**config.mk**
```make
export PLATFORM = sky130hd
export DESIGN_NAME = swmc_ctrl
export DESIGN_NICKNAME = d
export VERILOG_FILES = /design/src/sv/swmc_pkg.sv /design/src/sv/swmc_ctrl.sv
export SDC_FILE = /design/constraint.sdc
export NUM_CORES = 1
export LEC_CHECK = 0
export BUFFER_PORTS_ARGS = -buffer_cell sky130_fd_sc_hd__buf_2
export CAP_MARGIN = 10
export CORE_MARGIN = 2
export CORE_UTILIZATION = 25
export DETAILED_ROUTE_END_ITERATION = 16
export PLACE_DENSITY = 0.46
export SLEW_MARGIN = 20
export SYNTH_ARGS = -nofsm -noshare
export SYNTH_HDL_FRONTEND = slang
export SYNTH_SLANG_ARGS = --single-unit
```
**constraint.sdc**
```tcl
create_clock -name clk -period 1.2 [get_ports clk]
set_input_delay 0.12 -clock clk [delete_from_list [all_inputs] [get_ports clk]]
set_output_delay 0.12 -clock clk [all_outputs]
set_load 0.005 [all_outputs]
```
**src/sv/swmc_pkg.sv**
```systemverilog
// Package for the sliding-window mean and centred sum of squares block.
// Holds payload structs, controller state enum and controller/datapath command types.
// No dependencies.
`timescale 1ns / 1ps
package swmc_pkg;
	localparam int SAMPLE_BITS = 16;
	localparam int WLEN_BITS  = 11;
	localparam int CSS_BITS   = 41;
	localparam logic [WLEN_BITS-1:0] WLEN_RESET = 11'd64;

	typedef struct packed {
		logic signed [SAMPLE_BITS-1:0] sample;
		logic                          start_series;
	} in_beat_t;

	typedef struct packed {
		logic signed [SAMPLE_BITS-1:0] window_mean;
		logic [CSS_BITS-1:0]           centered_sum_sq;
	} out_beat_t;

	typedef enum logic [3:0] {
		ST_IDLE,
		ST_READ,
		ST_UPDATE,
		ST_DIV_START,
		ST_DIV_RUN,
		ST_SQ,
		ST_CEIL,
		ST_DIV2_RUN,
		ST_FINISH,
		ST_OUT
	} state_t;

	typedef struct packed {
		logic load_item;
		logic read_old;
		logic update;
		logic div_start;
		logic sq_step;
		logic ceil_step;
		logic div2_start;
		logic finish;
		logic emit;
	} ctrl_cmd_t;

	typedef struct packed {
		logic full;
		logic div_done;
	} ctrl_sts_t;
endpackage

```
**src/sv/swmc_ctrl.sv**
```systemverilog
// Controller state machine for the sliding-window statistics block.
// Depends on swmc_pkg.
`timescale 1ns / 1ps
module swmc_ctrl (
	input  logic                 clk,
	input  logic                 arst_n,
	input  logic                 in_valid,
	output logic                 in_ready,
	output logic                 out_valid,
	input  logic                 out_ready,
	input  swmc_pkg::ctrl_sts_t  sts,
	output swmc_pkg::ctrl_cmd_t  cmd
);
	swmc_pkg::state_t state_q, state_d;

	always_ff @(posedge clk or negedge arst_n) begin
		if (!arst_n) begin
			state_q <= swmc_pkg::ST_IDLE;
		end else begin
			state_q <= state_d;
		end
	end

	always_comb begin
		state_d = state_q;
		unique case (state_q)
			swmc_pkg::ST_IDLE:      if (in_valid) state_d = swmc_pkg::ST_READ;
			swmc_pkg::ST_READ:      state_d = swmc_pkg::ST_UPDATE;
			swmc_pkg::ST_UPDATE:    state_d = swmc_pkg::ST_DIV_START;
			swmc_pkg::ST_DIV_START: state_d = sts.full ? swmc_pkg::ST_DIV_RUN
			                                           : swmc_pkg::ST_IDLE;
			swmc_pkg::ST_DIV_RUN:   if (sts.div_done) state_d = swmc_pkg::ST_SQ;
			swmc_pkg::ST_SQ:        state_d = swmc_pkg::ST_CEIL;
			swmc_pkg::ST_CEIL:      state_d = swmc_pkg::ST_DIV2_RUN;
			swmc_pkg::ST_DIV2_RUN:  if (sts.div_done) state_d = swmc_pkg::ST_FINISH;
			swmc_pkg::ST_FINISH:    state_d = swmc_pkg::ST_OUT;
			swmc_pkg::ST_OUT:       if (out_ready) state_d = swmc_pkg::ST_IDLE;
			default:                state_d = swmc_pkg::ST_IDLE;
		endcase
	end

	always_comb begin
		cmd = '0;
		in_ready = 1'b0;
		out_valid = 1'b0;
		unique case (state_q)
			swmc_pkg::ST_IDLE: begin
				in_ready = 1'b1;
				cmd.load_item = in_valid;
			end
			swmc_pkg::ST_READ:      cmd.read_old = 1'b1;
			swmc_pkg::ST_UPDATE:    cmd.update = 1'b1;
			swmc_pkg::ST_DIV_START: cmd.div_start = sts.full;
			swmc_pkg::ST_DIV_RUN:   ;
			swmc_pkg::ST_SQ:        cmd.sq_step = 1'b1;
			swmc_pkg::ST_CEIL: begin
				cmd.ceil_step = 1'b1;
				cmd.div2_start = 1'b1;
			end
			swmc_pkg::ST_DIV2_RUN:  ;
			swmc_pkg::ST_FINISH:    cmd.finish = 1'b1;
			swmc_pkg::ST_OUT: begin
				out_valid = 1'b1;
				cmd.emit = out_ready;
			end
			default: ;
		endcase
	end
endmodule

```
Word level (Yosys, flattened, before mapping)
Cells that the tools add are included.
Widths: inputs -> output; s select.
{"block": "op_classes", "n_eq_ne": 13, "mux": 16, "n_reduce_logical": 2}
{"op": "$pmux 4 s10", "n": 1}
{"op": "$eq 4x3->1 const B", "n": 4}
{"op": "$mux 4", "n": 4}
{"op": "$mux 1", "n": 9}
{"op": "$eq 4x2->1 const B", "n": 2}
{"op": "$eq 4x4->1 const B", "n": 2}
{"op": "$ne 2x2->1 const B", "n": 4}
{"op": "$eq 4x1->1 const B", "n": 1}
{"op": "$logic_not 4->1", "n": 1}
{"op": "$reduce_and 4->1", "n": 1}
{"op": "$mux 3", "n": 1}
{"op": "$mux 2", "n": 1}
{"block": "word_totals", "register_bits": 4, "input_bits": 6, "output_inout_bits": 11}

Longest topological paths before layout
Gate-level depths: netlist of the first run.
{"block": "depth", "ltp_word": 3, "ltp_mapped": 5, "mapped_depth_nobuf": 3}

Worst setup path before layout of the first run
No wires, ideal clock.
{"block": "synth_timing", "path_kind": "register to output", "start": "register state_q[0]", "end": "output port cmd[8] (netlist bit)", "t_arrival_ps": 1015, "required_ps": 1080, "setup_slack_ps": 65, "path_stages_with_launch": 4, "path_cell_list": "dfrtp_1 buf_4 nor4_2 and2_1"}
{"element": "from (decl)", "line_no": "swmc_ctrl.sv:14", "source": "swmc_pkg::state_t state_q, state_d;"}
{"element": "from (signal assigned)", "line_no": "swmc_ctrl.sv:18", "source": "state_q <= swmc_pkg::ST_IDLE;"}
{"element": "from (signal assigned)", "line_no": "swmc_ctrl.sv:20", "source": "state_q <= state_d;"}
{"element": "to (decl)", "line_no": "swmc_ctrl.sv:12", "source": "output swmc_pkg::ctrl_cmd_t cmd"}

==> results of run 1 <==
Yosys cell counts:
library cell	n
sky130_fd_sc_hd__nand2_1	4
sky130_fd_sc_hd__and2_1	2
sky130_fd_sc_hd__nor3_1	5
sky130_fd_sc_hd__buf_4	2
sky130_fd_sc_hd__a311o_1	1
sky130_fd_sc_hd__or2_0	1
sky130_fd_sc_hd__o21ai_0	2
sky130_fd_sc_hd__nand2b_4	1
sky130_fd_sc_hd__a31oi_1	1
sky130_fd_sc_hd__dfrtp_1	4
sky130_fd_sc_hd__a2111oi_2	1
sky130_fd_sc_hd__a21oi_1	1
sky130_fd_sc_hd__inv_1	1
sky130_fd_sc_hd__buf_6	1
sky130_fd_sc_hd__nor4_2	1
sky130_fd_sc_hd__nor2_1	4
sky130_fd_sc_hd__a211o_1	1
sky130_fd_sc_hd__nand3_1	2
sky130_fd_sc_hd__buf_2	2
sky130_fd_sc_hd__nand2b_1	4
cell families after synthesis:
| group | count (synthesis) | share of synthesized area |
|---|---|---|
| and+or+nand+nor | 24 | 0.409 |
| AOI/OAI and AO/OA | 7 | 0.167 |
| buffers and inverters | 6 | 0.121 |
| DFF | 4 | 0.303 |
path summary, 6_finish.rpt:
path,slack (ns),cells after the start,end
min reg2reg,0.66,2,state_q[1]
max in group asynchronous,0.84,2,state_q[0]
max reg2reg,0.02,4,state_q[0]
min,0.20,3,state_q[3]
max,-0.11,3,cmd[8]
min in group asynchronous,0.22,2,state_q[3]
metal layers:
layer,routed length [µm],global-route usage,vias to the layer above
li1,-,-,197
met1,434,0.158,183
met2,494,0.242,14
met3,51,0.0333,2
met4,12,0.125,0
met5,0,0,-
cell type report:
| type | count | share of cell area |
|---|---|---|
| inverters | 1 | 0.00609 |
| multi-input cells | 31 | 0.414 |
| well taps | 15 | 0.0304 |
| repair buffers | 31 | 0.345 |
| clock buffers | 3 | 0.0365 |
| flip-flops and latches | 4 | 0.168 |
critical path, stage by stage, from the launching register on:
cell and delay, ns:
sky130_fd_sc_hd__dfrtp_2 0.43, sky130_fd_sc_hd__nor4_2 0.27, sky130_fd_sc_hd__and2_1 0.15, sky130_fd_sc_hd__buf_2 0.10
where the power goes:
part | switching (mW) | internal [mW]
Clock | 0.0570 | 0.112
Combinational | 0.404 | 0.515
Sequential | 0.113 | 0.204
timing repair:
action                                 4_1_cts  5_1_grt
setup buffers                                7        3
pin swaps                                    5        1
hold buffers                                 1        0
gates cloned                                 0        0
setup endpoints to repair                   11       12
resized for setup                           12        7
endpoints found under the hold margin        4        0
==> results.rst, run 1 <==
.. list-table::
   :header-rows: 1

   * - Metric
     - Value
   * - DP Worst Slack
     - 0.00936 ns
   * - Data arrival time of the critical path
     - 1.19 ns
   * - Setup clock skew after layout
     - 0.00232 ns
   * - Number of global-route vias before repair
     - 358
   * - Largest register FFs
     - 4
   * - First-pass GRT wire length
     - 1500 µm
   * - Critical hold path startpoint
     - out_ready
   * - Half-perimeter wire length after detailed placement
     - 594 µm
   * - Max-slew violation total from the final report
     - 0
   * - Count of unresolved DRC violations after routing
     - 0
   * - First drt pass iteration count
     - 4
   * - Area Overhead vs Synth
     - 86.7%
   * - Total die area
     - 0.00163 mm²
   * - Final RePlAce weighted congestion
     - 0.740
   * - Max_cap viols
     - 0
   * - Number of cells after detailed placement
     - 71
   * - Share of the synthesized area in the top cell type
     - 0.303
   * - Count of distinct cell types in the synthesized netlist
     - 20
   * - Worst VDD drop
     - 0.949 mV
   * - TritonCTS clock tree
     - built
   * - P per Cell Area
     - 2280 mW/mm²
   * - Cell area after technology mapping
     - 330 µm²
   * - Die width
     - 40.4 µm
   * - Quantity of I/O buffers inserted on ports
     - 16
   * - Multi-input logic area
     - 255 µm²
   * - Beginning of the critical path
     - state_q[2]
   * - Final core area utilization
     - 0.486
   * - Total gr overflow
     - 0
   * - Maximum number of pins on one net before global-route repair
     - 10
   * - DR vias
     - 396
   * - Top reg by flops
     - state_q
   * - Storage element area
     - 104 µm²
   * - Number of buffers created by CTS
     - 3
   * - Die Ht
     - 40.4 µm
   * - Filler Cells Inserted
     - 132
   * - Post-Route Setup TNS
     - -0.519 ns
   * - Remaining number of nets flagged by the antenna check after routing
     - 0
   * - Clock period minus worst slack
     - 1.31 ns
   * - CTS H-Tree Depth
     - 1
   * - Violated checks
     - negative setup slack
   * - Cell accounting for the most synthesized area
     - sky130_fd_sc_hd__dfrtp_1
   * - Proportion of layout cells with a drive suffix above 1
     - 0.686
   * - Clock Latency Late Sink
     - 0.23 ns
   * - Leading cell type in the layout, fill and taps excluded
     - sky130_fd_sc_hd__buf_2
   * - Inserted Diodes
     - 0
   * - Clock sink count
     - 4
   * - Cell Area, Placed
     - 423 µm²
   * - Ports
     - 17
   * - Unrepaired setup endpoints after global routing
     - true
   * - Registers with the highest flip-flop counts
     - state_q: 4 flops
   * - DRT Wirelength
     - 994 µm
   * - CP endpoint kind
     - output pin
   * - Startpoint types
     - flip-flop
   * - Sequential cell area fraction in the yosys report
     - 0.303
   * - Setup-failing EPs final
     - 10
   * - Critical-path maximum fanout
     - 5
   * - Outcome
     - complete, but fails checks
   * - Share of the cycle needed by the critical path after routing
     - 1.09
   * - Type of the most critical hold path
     - in -> reg
   * - Critical register-to-register path startpoint
     - state_q[2]
   * - Mean routed wirelength per cell
     - 11.7 µm
   * - Commonest non-fill, non-tap cells in the layout
     - sky130_fd_sc_hd__buf_2, sky130_fd_sc_hd__buf_4, sky130_fd_sc_hd__nor3_2, sky130_fd_sc_hd__buf_6
   * - Critical Setup Path Class
     - reg -> out
   * - Count of placed standard cells in the final layout, fillers left out
     - 85
   * - Avg Cell Area, Syn
     - 8.06 µm²
   * - Register bit total from synthesis
     - 4
   * - Cells after synthesis
     - 41
   * - Area inside the core boundary
     - 0.00127 mm²
   * - CTS Root Buffer Type
     - sky130_fd_sc_hd__clkbuf_4
   * - Count of yosys warnings during synthesis
     - 0
   * - Post-route worst setup slack
     - -0.106 ns
   * - Number of standard-cell rows in the floorplan
     - 13
   * - Final Instance Area
     - 617 µm²
   * - Global Route Usage Sum
     - 0.148
   * - Design Power
     - 1.41 mW
   * - Data required, critical path
     - 1.08 ns
   * - Max_slew headroom
     - 0.846
   * - FMAX
     - 766 MHz
   * - Clock-pin slew reported for the worst setup and hold paths after clock tree synthesis
     - 0.04 ns
   * - Net count after synthesis
     - 47
   * - Initial antenna violation count
     - 0
   * - Synth area leaders
     - sky130_fd_sc_hd__dfrtp_1, sky130_fd_sc_hd__nand2b_1, sky130_fd_sc_hd__nor3_1
   * - Avg Vias per Cell
     - 4.66
   * - Maximum clock insertion buffer count
     - 2
   * - Initial core utilization
     - 0.260
   * - Drt first-iter violations
     - 7
   * - Worst-case hold slack
     - 0.205 ns
   * - Static Leak
     - 0.297 nW
   * - Slew at the pin closest to its max-slew limit
     - 0.232 ns
   * - Fin. Hold Viols
     - 0
   * - Number of nets in the layout
     - 78
Note: power is estimated with default switching activity, not from simulation.
==> run 2: changes to the inputs <==
--- a/config.mk
+++ b/config.mk
@@ -7,9 +7,9 @@
 export LEC_CHECK = 0
 export BUFFER_PORTS_ARGS = -buffer_cell sky130_fd_sc_hd__buf_2
 export CAP_MARGIN = 10
-export CORE_MARGIN = 2
-export CORE_UTILIZATION = 25
+export CORE_AREA = 2 2 39 41
 export DETAILED_ROUTE_END_ITERATION = 16
+export DIE_AREA = 0 0 41 43
 export PLACE_DENSITY = 0.46
 export SLEW_MARGIN = 20
 export SYNTH_ARGS = -nofsm -noshare
==> run 2 against run 1 <==
Compared with the run above:
- the flow still finishes with violations (negative setup slack)
- final area rose by 1.2%
- power grew 4.2%
- via count rose by 4.5%
- clock power about the same
- utilization decreased by 3.5 points
- fmax is 3.5% lower
- register-to-register slack is essentially flat
- first-iteration DRC count decreased by 57%
==> results.rst, run 2 (synthesized netlist as in run 1, its figures left out) <==
.. list-table::
   :header-rows: 1

   * - Metric
     - Value
   * - Total gr overflow
     - 0
   * - Clock sink count
     - 4
   * - DRT Wirelength
     - 960 µm
   * - TritonCTS clock tree
     - built
   * - Type of the most critical hold path
     - in -> reg
   * - Inserted Diodes
     - 0
   * - Mean routed wirelength per cell
     - 11.2 µm
   * - P per Cell Area
     - 2340 mW/mm²
   * - CP endpoint kind
     - output pin
   * - Post-route worst setup slack
     - -0.153 ns
   * - Ports
     - 17
   * - Static Leak
     - 0.296 nW
   * - Area inside the core boundary
     - 0.00138 mm²
   * - Global Route Usage Sum
     - 0.112
   * - Leading cell type in the layout, fill and taps excluded
     - sky130_fd_sc_hd__buf_2
   * - Registers with the highest flip-flop counts
     - state_q: 4 flops
   * - DR vias
     - 414
   * - CTS Root Buffer Type
     - sky130_fd_sc_hd__clkbuf_4
   * - Largest register FFs
     - 4
   * - Filler Cells Inserted
     - 146
   * - Critical-path maximum fanout
     - 6
   * - Final RePlAce weighted congestion
     - 0.745
   * - Initial core utilization
     - 0.239
   * - Initial antenna violation count
     - 0
   * - Area Overhead vs Synth
     - 89.0%
   * - Cell Area, Placed
     - 432 µm²
   * - FMAX
     - 739 MHz
   * - Outcome
     - complete, but fails checks
   * - Unrepaired setup endpoints after global routing
     - true
   * - Number of standard-cell rows in the floorplan
     - 14
   * - Max-slew violation total from the final report
     - 0
   * - Setup clock skew after layout
     - 0.00654 ns
   * - Clock period minus worst slack
     - 1.35 ns
   * - Setup-failing EPs final
     - 10
   * - Die Ht
     - 43 µm
   * - Total die area
     - 0.00176 mm²
   * - Drt first-iter violations
     - 3
   * - Maximum number of pins on one net before global-route repair
     - 8
   * - First-pass GRT wire length
     - 1300 µm
   * - Violated checks
     - negative setup slack
   * - Critical Setup Path Class
     - reg -> out
   * - Fin. Hold Viols
     - 0
   * - Count of unresolved DRC violations after routing
     - 0
   * - Startpoint types
     - flip-flop
   * - Number of nets in the layout
     - 78
   * - Max_cap viols
     - 0
   * - Max_slew headroom
     - 0.840
   * - Data arrival time of the critical path
     - 1.23 ns
   * - Proportion of layout cells with a drive suffix above 1
     - 0.700
   * - Commonest non-fill, non-tap cells in the layout
     - sky130_fd_sc_hd__buf_2, sky130_fd_sc_hd__buf_4, sky130_fd_sc_hd__buf_6
   * - Avg Vias per Cell
     - 4.81
   * - Clock-pin slew reported for the worst setup and hold paths after clock tree synthesis
     - 0.04 ns
   * - Final core area utilization
     - 0.451
   * - CTS H-Tree Depth
     - 1
   * - Final Instance Area
     - 624 µm²
   * - Quantity of I/O buffers inserted on ports
     - 16
   * - Die width
     - 41 µm
   * - Remaining number of nets flagged by the antenna check after routing
     - 0
   * - Worst VDD drop
     - 0.895 mV
   * - Data required, critical path
     - 1.08 ns
   * - Number of buffers created by CTS
     - 3
   * - Share of the cycle needed by the critical path after routing
     - 1.13
   * - Maximum clock insertion buffer count
     - 2
   * - Slew at the pin closest to its max-slew limit
     - 0.237 ns
   * - Top reg by flops
     - state_q
   * - Number of global-route vias before repair
     - 323
   * - Clock Latency Late Sink
     - 0.24 ns
   * - Half-perimeter wire length after detailed placement
     - 600 µm
   * - First drt pass iteration count
     - 4
   * - Worst-case hold slack
     - 0.197 ns
## run 2: power breakdown
group / total, mW / internal (mW) / switching (mW)
combinational: 0.989 / 0.552 / 0.437
clock: 0.170 / 0.112 / 0.0581
sequential: 0.305 / 0.204 / 0.100
total: 1.46 / 0.868 / 0.595
## run 2: final timing paths
path,start,endpoint,slack (ns),depth (start not counted)
setup / recovery,state_q[0],cmd[8],-0.15,3
max in group asynchronous,arst_n,state_q[0],0.85,2
hold reg to reg,state_q[3],state_q[2],0.63,2
min in group asynchronous,arst_n,state_q[2],0.21,2
setup reg to reg,state_q[0],state_q[0],0.03,3
hold / removal,out_ready,state_q[3],0.20,3
## run 2: final cells by class
cell class	instances	area, µm²	area share
repair buffers	31	214	0.343
multi-input cells	31	260	0.417
clock buffers	3	22.5	0.0361
flip-flops and latches	4	104	0.166
well taps	16	20.0	0.0321
inverters	1	3.75	0.00601
## run 2: metal layers
layer / part of all wire / global-route usage / wire, µm
met5: 0 / 0 / 0
met4: 0.021 / 0.100 / 20
met3: 0.073 / 0.0157 / 70
met2: 0.52 / 0.159 / 495
met1: 0.39 / 0.137 / 374
## run 2: what timing repair did
action | 4_1_cts | 5_1_grt
endpoints found under the setup margin | 11 | 12
gates resized for setup | 10 | 12
setup buffers | 4 | 5
pin swaps | 2 | 6
hold endpoints to repair | 4 | 0
hold buffers | 1 | 0
## run 2: through the flow
| stage | std cells | TNS [ns] | total power, mW | setup slack [ns] |
|---|---|---|---|---|
| finish | 86 | -0.629 | 1.46 | -0.153 |
| global route | 86 | -1.31 | 1.57 | -0.212 |
| CTS | 81 | -0.435 | 1.18 | -0.124 |
| detailed placement | 73 | 0 | 0.870 | 0.0196 |
| global placement | 73 | 0 | 0.879 | 0.0245 |
| floorplan | 41 | 0 | 0.676 | 0.0655 |
## run 2: worst max-delay path, stage by stage, from the launching register on
cell and delay, ns:
sky130_fd_sc_hd__dfrtp_2 0.45, sky130_fd_sc_hd__nor4_2 0.29, sky130_fd_sc_hd__and2_1 0.15, sky130_fd_sc_hd__buf_2 0.10
